--- config.mk ---
export PLATFORM = sky130hd
export DESIGN_NAME = triangular_inverse_cdf
export DESIGN_NICKNAME = d
export VERILOG_FILES = /design/src/hw/rtl/tic_pkg.sv /design/src/hw/rtl/tic_front.sv /design/src/hw/rtl/tic_sqrt.sv /design/src/hw/rtl/triangular_inverse_cdf.sv
export SDC_FILE = /design/constraint.sdc
export NUM_CORES = 2
export LEC_CHECK = 0
export BUFFER_PORTS_ARGS = -buffer_cell sky130_fd_sc_hd__buf_2
export CORE_UTILIZATION = 35
export CTS_CLUSTER_SIZE = 12
export DETAILED_ROUTE_END_ITERATION = 10
export SETUP_SLACK_MARGIN = 0.15
export SYNTH_ARGS = -nofsm -noshare
export SYNTH_HDL_FRONTEND = slang
export SYNTH_HIERARCHICAL = 1
export SYNTH_SLANG_ARGS = --single-unit
--- constraint.sdc ---
create_clock -name clk -period 19.7 [get_ports clk]
set_input_delay 1.97 -clock clk [delete_from_list [all_inputs] [get_ports clk]]
set_output_delay 1.97 -clock clk [all_outputs]
set_load 0.01 [all_outputs]
--- src/hw/rtl/tic_pkg.sv ---
// Package: shared constants and types for the triangular inverse-CDF block.
`timescale 1ns / 1ps
`default_nettype none
package tic_pkg;
  localparam int SampleW = 16;
  localparam int ValW    = 16;
  localparam int SpanW   = 17;           // b-a fits in 17 bits unsigned
  localparam int ProdW   = 2 * SpanW;    // span*side
  localparam int RadW    = ProdW;        // (prod*u)>>16 stays below 2^34
  localparam int RootW   = RadW / 2;     // 17-bit root
  localparam int SqStages = RootW;

  localparam logic [1:0] RegLower = 2'd0;
  localparam logic [1:0] RegUpper = 2'd1;
  localparam logic [1:0] RegPeak  = 2'd2;

  typedef struct packed {
    logic              err;
    logic              low_arm;
    logic signed [ValW-1:0] base;
  } tic_side_t;
endpackage
`default_nettype wire

--- src/hw/rtl/tic_front.sv ---
// Front stages: select the arm and form the radicand over three register stages.
`timescale 1ns / 1ps
`default_nettype none
module tic_front import tic_pkg::*; (
  input  wire logic                   clk,
  input  wire logic                   rst_n,
  input  wire logic                   adv,
  input  wire logic                   in_v,
  input  wire logic [SampleW-1:0]     samp,
  input  wire logic signed [ValW-1:0] lo_b,
  input  wire logic signed [ValW-1:0] hi_b,
  input  wire logic signed [ValW-1:0] pk_b,
  output logic                        out_v,
  output tic_side_t                   out_side,
  output logic [RadW-1:0]             out_rad
);
  // stage 1: differences, checks, compare
  logic v1_r;
  tic_side_t s1_r;
  logic [SpanW-1:0] span1_r, side1_r;
  logic [SampleW:0] w1_r;
  // stage 2: span*side
  logic v2_r;
  tic_side_t s2_r;
  logic [ProdW-1:0] p2_r;
  logic [SampleW:0] w2_r;
  // stage 3: radicand
  logic v3_r;
  tic_side_t s3_r;
  logic [RadW-1:0] r3_r;

  logic [SpanW-1:0] span, left, right;
  logic bad, low_arm;
  logic [SpanW+SampleW-1:0] lhs, rhs;
  logic [ProdW+SampleW:0] full;

  always_comb begin
    // widen before subtracting so a full-range difference does not wrap
    span  = SpanW'(hi_b) - SpanW'(lo_b);
    left  = SpanW'(pk_b) - SpanW'(lo_b);
    right = SpanW'(hi_b) - SpanW'(pk_b);
    bad   = (lo_b >= hi_b) || (pk_b < lo_b) || (pk_b > hi_b);
    lhs   = (SpanW+SampleW)'(samp) * (SpanW+SampleW)'(span);
    rhs   = {left, {SampleW{1'b0}}};
    low_arm = lhs < rhs;
    full  = (ProdW+SampleW+1)'(p2_r) * (ProdW+SampleW+1)'(w2_r);
  end

  always_ff @(posedge clk) begin
    if (!rst_n) begin
      v1_r <= 1'b0; v2_r <= 1'b0; v3_r <= 1'b0;
    end else if (adv) begin
      v1_r <= in_v; v2_r <= v1_r; v3_r <= v2_r;
    end
    if (adv) begin
      s1_r.err     <= bad;
      s1_r.low_arm <= low_arm;
      s1_r.base    <= low_arm ? lo_b : hi_b;
      span1_r      <= span;
      side1_r      <= low_arm ? left : right;
      w1_r         <= low_arm ? {1'b0, samp} : ((SampleW+1)'(1) << SampleW) - {1'b0, samp};
      s2_r <= s1_r;
      p2_r <= span1_r * side1_r;
      w2_r <= w1_r;
      s3_r <= s2_r;
      r3_r <= RadW'(full >> SampleW);
    end
  end

  assign out_v    = v3_r;
  assign out_side = s3_r;
  assign out_rad  = r3_r;
endmodule
`default_nettype wire

--- src/hw/rtl/tic_sqrt.sv ---
// Pipelined restoring square root, one result bit per stage.
`timescale 1ns / 1ps
`default_nettype none
module tic_sqrt import tic_pkg::*; (
  input  wire logic             clk,
  input  wire logic             rst_n,
  input  wire logic             adv,
  input  wire logic             in_v,
  input  tic_side_t             in_side,
  input  wire logic [RadW-1:0]  in_rad,
  output logic                  out_v,
  output tic_side_t             out_side,
  output logic [RootW-1:0]      out_root
);
  logic            v_r   [SqStages];
  tic_side_t       sd_r  [SqStages];
  logic [RadW-1:0] rem_r [SqStages];
  logic [RadW-1:0] rad_r [SqStages];
  logic [RootW-1:0] q_r  [SqStages];

  always_ff @(posedge clk) begin
    for (int k = 0; k < SqStages; k++) begin
      logic [RadW-1:0] rem_i, rad_i, trial, rem_s;
      logic [RootW-1:0] q_i;
      rem_i = (k == 0) ? '0 : rem_r[k-1 < 0 ? 0 : k-1];
      rad_i = (k == 0) ? in_rad : rad_r[k-1 < 0 ? 0 : k-1];
      q_i   = (k == 0) ? '0 : q_r[k-1 < 0 ? 0 : k-1];
      rem_s = {rem_i[RadW-3:0], rad_i[RadW-1 -: 2]};
      trial = {(RadW-RootW-2)'(0), q_i, 2'b01};
      if (!rst_n) begin
        v_r[k] <= 1'b0;
      end else if (adv) begin
        v_r[k] <= (k == 0) ? in_v : v_r[k-1 < 0 ? 0 : k-1];
      end
      if (adv) begin
        sd_r[k]  <= (k == 0) ? in_side : sd_r[k-1 < 0 ? 0 : k-1];
        rad_r[k] <= {rad_i[RadW-3:0], 2'b00};
        if (rem_s >= trial) begin
          rem_r[k] <= rem_s - trial;
          q_r[k]   <= {q_i[RootW-2:0], 1'b1};
        end else begin
          rem_r[k] <= rem_s;
          q_r[k]   <= {q_i[RootW-2:0], 1'b0};
        end
      end
    end
  end

  assign out_v    = v_r[SqStages-1];
  assign out_side = sd_r[SqStages-1];
  assign out_root = q_r[SqStages-1];
endmodule
`default_nettype wire

--- src/hw/rtl/triangular_inverse_cdf.sv ---
// Top level: triangular inverse-CDF variate generator.
`timescale 1ns / 1ps
`default_nettype none
// Maps a uniform Q0.16 word to a triangular Q8.8 variate with configured
// minimum, maximum and mode. Takes one word per cycle while in_stall is
// low; a word passes three front stages for compare and the two multiplies,
// 17 square-root stages and one output register. The whole pipeline advances
// together and holds as a unit when out_stall is high with a result waiting;
// empty stages hold too, so bubbles are not squeezed out. Bounds that are
// inconsistent give variate 0 with config_error set.
module triangular_inverse_cdf import tic_pkg::*; (
  input  wire logic                   clk,
  input  wire logic                   rst_n,
  input  wire logic                   cfg_we,
  input  wire logic [1:0]             cfg_index,
  input  wire logic [ValW-1:0]        cfg_data,
  input  wire logic                   in_valid,
  output logic                        in_stall,
  input  wire logic [SampleW-1:0]     in_uniform_sample,
  output logic                        out_valid,
  input  wire logic                   out_stall,
  output logic signed [ValW-1:0]      out_variate,
  output logic                        out_config_error
);
  logic signed [ValW-1:0] lo_r, hi_r, pk_r;
  logic adv;
  logic fv, sv;
  tic_side_t fs, ss;
  logic [RadW-1:0] frad;
  logic [RootW-1:0] root;
  logic ov_r;
  logic signed [ValW-1:0] var_r;
  logic err_r;

  // advance whenever the output slot is free or is being taken
  assign adv      = !ov_r || !out_stall;
  assign in_stall = !adv;

  // configuration registers; unknown indexes drop
  always_ff @(posedge clk) begin
    if (!rst_n) begin
      lo_r <= 16'sd1024; hi_r <= 16'sd2048; pk_r <= 16'sd1792;
    end else if (cfg_we) begin
      unique case (cfg_index)
        RegLower: lo_r <= cfg_data;
        RegUpper: hi_r <= cfg_data;
        RegPeak:  pk_r <= cfg_data;
        default: ;
      endcase
    end
  end

  tic_front u_front (
    .clk, .rst_n, .adv, .in_v(in_valid), .samp(in_uniform_sample),
    .lo_b(lo_r), .hi_b(hi_r), .pk_b(pk_r),
    .out_v(fv), .out_side(fs), .out_rad(frad)
  );

  tic_sqrt u_sqrt (
    .clk, .rst_n, .adv, .in_v(fv), .in_side(fs), .in_rad(frad),
    .out_v(sv), .out_side(ss), .out_root(root)
  );

  // output register: add or subtract the root, or force zero on error
  always_ff @(posedge clk) begin
    if (!rst_n) begin
      ov_r <= 1'b0;
    end else if (adv) begin
      ov_r <= sv;
    end
    if (adv) begin
      err_r <= ss.err;
      if (ss.err)
        var_r <= '0;
      else if (ss.low_arm)
        var_r <= ss.base + ValW'(root);
      else
        var_r <= ss.base - ValW'(root);
    end
  end

  assign out_valid        = ov_r;
  assign out_variate      = var_r;
  assign out_config_error = err_r;

  a_hold: assert property (@(posedge clk) disable iff (!rst_n)
    out_valid && out_stall |=> out_valid && $stable(out_variate))
    else $error("result word lost under stall");
  a_stall: assert property (@(posedge clk) disable iff (!rst_n)
    in_stall |-> out_valid && out_stall)
    else $error("input stalled without a blocked result");
  a_err: assert property (@(posedge clk) disable iff (!rst_n)
    out_valid && out_config_error |-> out_variate == '0)
    else $error("error result not zero");
endmodule
`default_nettype wire
# == Word-level counts from Yosys, hierarchy flattened ==
# Memory sizes are Yosys's and may differ from the RTL's. A register that Yosys moved wholly into a read port is not among the register bits.
# Index checks and enable logic that the tools add are counted.
# classes
addsub,23
mul,3
n_div,0
order_cmp,21
eq_ne,2
shift,0
n_mux,162
bitwise_logic,51
reduce_logical,11
# op_table
operator,count
34-bit 2-to-1 mux,17
34-bit by 19-bit >= comparator with 1-bit output,16
34-bit by 19-bit subtractor with 34-bit output,16
17-bit 2-to-1 mux,18
1-bit 2-to-1 mux,124
1-bit bitwise OR,51
16-bit by 16-bit subtractor with 17-bit output,3
34-bit by 17-bit multiplier with 50-bit output,1
16-bit 2-to-1 mux,3
17-bit by 17-bit multiplier with 34-bit output,1
33-bit less-than comparator,1
16-bit by 17-bit multiplier with 33-bit output,1
"17-bit by 16-bit subtractor with 17-bit output, first input constant",1
16-bit adder,1
16-bit >= comparator,1
16-bit greater-than comparator,1
16-bit less-than comparator,1
16-bit subtractor,1
2-bit AND reduction,3
1-bit logical NOT,4
1-bit logical OR,3
"2-bit by 1-bit subtractor with 3-bit output, second input constant",1
"2-bit by 1-bit == test with 1-bit output, second input constant",1
"2-bit == test, second input constant",1
other kinds (2),2
# word_totals
ff_bits,258
latch_bits,0
ramBits,1734
rom_bits,0
in_bits,39
wordCells,302
memories,5
# memory_table
memory,depth,width,read_ports,rd_ports_with_merged_regs,write_ports,line,source
u_sqrt.rem_r,17,34,16,0,17,tic_sqrt.sv:17,logic [RadW-1:0] rem_r [SqStages];
u_sqrt.rad_r,17,32,16,0,17,tic_sqrt.sv:18,logic [RadW-1:0] rad_r [SqStages];
u_sqrt.sd_r,17,18,17,0,17,tic_sqrt.sv:16,tic_side_t sd_r [SqStages];
u_sqrt.q_r,17,17,17,0,17,tic_sqrt.sv:19,logic [RootW-1:0] q_r [SqStages];
u_sqrt.v_r,17,1,17,1,17,tic_sqrt.sv:15,logic v_r [SqStages];

# == Logic depth before layout (Yosys ltp) ==
# logic_depth
ltp_word,6
ltp_mapped,48
depth_no_buf,46

# == Hierarchy ==
# The synthesis kept the hierarchy.
# by_module_without_submodules
mod,n_inst,cells_per_inst,area_each_um2,seq_area_each_um2
tic_sqrt,1,3669,52336.4,36404.9
tic_front,1,4660,43803.3,5765.5
triangular_inverse_cdf,1,395,3477.1,1491.4

# == Worst setup path after synthesis ==
# No wires, ideal clock.
# synth_path
path_kind,input to output
start,input port out_stall
end,output port in_stall
arrival_ns,20.417
t_required_ns,17.730
path_slack_ns,-2.687
stages,2
n_path_buf,0
cell_sequence,nand2_1 -> inv_1
# synth_between
elab_chain_len,3
# synth_lines
element,line,source
"start, declared",triangular_inverse_cdf.sv:21,"input wire logic out_stall,"
1-bit logical NOT,triangular_inverse_cdf.sv:36,assign adv = !ov_r || !out_stall;
1-bit logical OR,triangular_inverse_cdf.sv:36,
1-bit logical NOT,triangular_inverse_cdf.sv:37,assign in_stall = !adv;
"end, declared",triangular_inverse_cdf.sv:18,"output logic in_stall,"
# Every way passes these cells.

# == Worst setup path in the final report ==
# layout_path
start,register lo_r[2]
end,"register u_front/s1_r[12] (netlist bit), data pin"
# layout_between
elab_chain_len,4
elab_cells_between_ends,5
# layout_lines
element,line,source
"start, declared",triangular_inverse_cdf.sv:25,"logic signed [ValW-1:0] lo_r, hi_r, pk_r;"
"start signal, assigned",triangular_inverse_cdf.sv:45,RegLower: lo_r <= cfg_data;
16-bit by 16-bit subtractor with 17-bit output,tic_front.sv:39,span = SpanW'(hi_b) - SpanW'(lo_b);
16-bit by 17-bit multiplier with 33-bit output,tic_front.sv:43,lhs = (SpanW+SampleW)'(samp) * (SpanW+SampleW)'(span);
33-bit less-than comparator *,tic_front.sv:45,low_arm = lhs < rhs;
16-bit 2-to-1 mux *,tic_front.sv:58,s1_r.base <= low_arm ? lo_b : hi_b;
"end, declared",tic_front.sv:19,tic_side_t s1_r;
# Mark *: on every way between the ends. The rest lies on a longest branch, timed or not.
# A chain may end at the register's enable or synchronous reset.

==> flow_metrics.env <==
export IMPL_syn_inst=8722
export IMPL_die_area_um2=287000
export IMPL_worstHoldEndpoint="u_sqrt/sd_r[0][17]$_DFFE_PP_"
export IMPL_ant_nets=0
export IMPL_clk_latency_ns=0.84
export IMPL_drt_iter0_markers=3728
export IMPL_cp_max_fo=57
export IMPL_grt_total_usage=0.151
export IMPL_grt_pass1_wl_um=348000
export IMPL_fin_worst_skew_ns=0.0833
export IMPL_dp_hpwl_um=157000
export IMPL_num_rows=195
export IMPL_grt_max_degree=165
export IMPL_end_kind="register"
export IMPL_cts_tree="yes"
export IMPL_hold_start="u_front/out_side[17]$_DFFE_PP_"
export IMPL_core_area_um2=283000
export IMPL_finalSetupViolCount=0
export IMPL_cts_buffers_inserted=163
export IMPL_rsz0062_at_grt="no"
export IMPL_grt_overflow=0
export IMPL_crit_type="register to register"
export IMPL_wire_per_inst_um=17.1
export IMPL_clock_sinks=1471
export IMPL_dr_total_vias=61800
export IMPL_timing_final_crit_share=0.604
export IMPL_hold_depth=0
export IMPL_viasPerCell=4.92
export IMPL_min_path_type="register to register"
export IMPL_yosysWarnings=6
export IMPL_cts_hold_buf=0
export IMPL_cts_clk_slew_worst_paths_ns=0.06
export IMPL_io_pins=58
export IMPL_first_pass_iters=5
export IMPL_netlist_area_um2=99600
export IMPL_drt_total_wl_um=214000
export IMPL_die_height_um=535
export IMPL_root_buffer="clkbuf_16"
export IMPL_drive_gt1_frac=0.0543
export IMPL_cts_max_level=4
export IMPL_hold_viol_final=0
export IMPL_cp_arrival_ns=12.49
export IMPL_worstSetupStartpointType="register"
export IMPL_start_util=0.352
export IMPL_max_clock_path_buffers=3
export IMPL_drc=0
export IMPL_syn_nets=10300
export IMPL_timing_rr_end="u_front/s1_r[12]$_DFFE_PP_"
export IMPL_rr_startpoint="lo_r[2]$_SDFFE_PN0P_"
export IMPL_period_minus_slack_ns=11.90
export IMPL_r2r_cells=45
export IMPL_antenna_found_initial=7
export IMPL_tightest_slew_ns=1.31
export IMPL_grt_pass1_vias=64900
export IMPL_die_x_um=535
export IMPL_port_buffers=57
export IMPL_syn_avg_cell_area_um2=11.4
export IMPL_crit_slowest_cell="buf_4"
export IMPL_crit_path_start="lo_r[2]$_SDFFE_PN0P_"
export IMPL_area_growth_pct=9.65
export IMPL_nets=10200
export IMPL_gp_congestion=0.880
export IMPL_fmax_mhz=84.0
export IMPL_drv_cap=0
export IMPL_postCtsSetupBuffers=0
export IMPL_maxSlewHeadroom=0.126
export IMPL_ctsResizeCount=0
export IMPL_finalMaxSlewViolations=0
export IMPL_tns_ns=0
export IMPL_worstPathRequired_ns=20.29
export IMPL_slowest_delay_ns=0.68
export IMPL_outcome="complete, no violations"
export IMPL_r2r_setup_slack_ns=7.80
## layout by cell type, fill, tap and decap left out, drive strengths merged, types with 166 or more instances in the layout
master,n
edfxtp,1417
inv,1254
nand2,1155
fa,911
ha,588
and2,359
nor2,332
xnor2,287
xor2,258
a21oi,247
o21ai,203
clkbuf,192
nor3,166
## critical path: cells and delay by family (launching register included)
family	cells	cell delay (ns)
AOI/OAI and AO/OA	19	3.87
adders and majority gates	9	3.84
and+or+nand+nor	7	1.70
buffers and inverters	8	1.28
muxes	1	0.42
DFF	1	0.35
xor gates and xnor gates	1	0.15
## final cells by class
cell class | count | area (um2)
clock buffer | 192 | 4200
multi-input combinational | 5686 | 50100
tap | 3743 | 4680
antenna | 3 | 7.51
sequential | 1471 | 43600
clock inverter | 92 | 1080
fill | 27000 | 173000
timing repair buffer | 118 | 818
inverter | 1246 | 4680
## how the worst max path moves through the flow
stage | to | slack, ns | depth (start not counted)
6_report | u_front/s1_r[12]$_DFFE_PP_ | 7.80 | 45
5_1_grt | u_front/s1_r[12]$_DFFE_PP_ | 7.14 | 43
4_1_cts | u_front/s1_r[12]$_DFFE_PP_ | 7.78 | 45
3_5_place_dp | u_front/s1_r[12]$_DFFE_PP_ | 7.85 | 45
3_3_place_gp | u_front/w1_r[1]$_DFFE_PP_ | 7.85 | 45
2_1_floorplan | in_stall | 5.37 | 2
## per-stage QoR
| stage | utilization | cell area, um2 | hold WS [ns] | instances | setup slack (ns) |
|---|---|---|---|---|---|
| floorplan | - | 99600 | 0.400 | 8722 | 5.37 |
| global placement | 0.368 | 104000 | 0.400 | 12300 | 7.85 |
| detailed placement | 0.368 | 104000 | 0.405 | 12300 | 7.85 |
| CTS | 0.386 | 109000 | 0.352 | 12500 | 7.78 |
| global route | 0.386 | 109000 | 0.360 | 12600 | 7.14 |
| finish | 0.386 | 109000 | 0.357 | 12600 | 7.80 |
## per-layer routing
| layer | wire (um) | track usage |
|---|---|---|
| met3 | 10400 | 0.0234 |
| met5 | 0 | 0 |
| met2 | 105000 | 0.261 |
| met1 | 93100 | 0.193 |
| met4 | 5760 | 0.0473 |
## registers in the layout, indices dropped and copies added (netlist names), 16 cells and up
register	cells
pk_r	16
u_sqrt/rad_r	272
u_sqrt/sd_r	306
u_front/s2_r	18
u_front/w1_r	17
u_front/s1_r	18
u_sqrt/v_r	17
out_variate	16
u_sqrt/q_r	152
u_sqrt/rem_r	465
u_front/side1_r	17
u_front/out_rad	34
hi_r	16
u_front/p2_r	34
u_front/span1_r	17
u_front/w2_r	17
u_front/out_side	18
lo_r	16
Power is left out: the tool's default activity adds up to more than one toggle a clock period on the data nets, which glitch-free logic cannot reach.
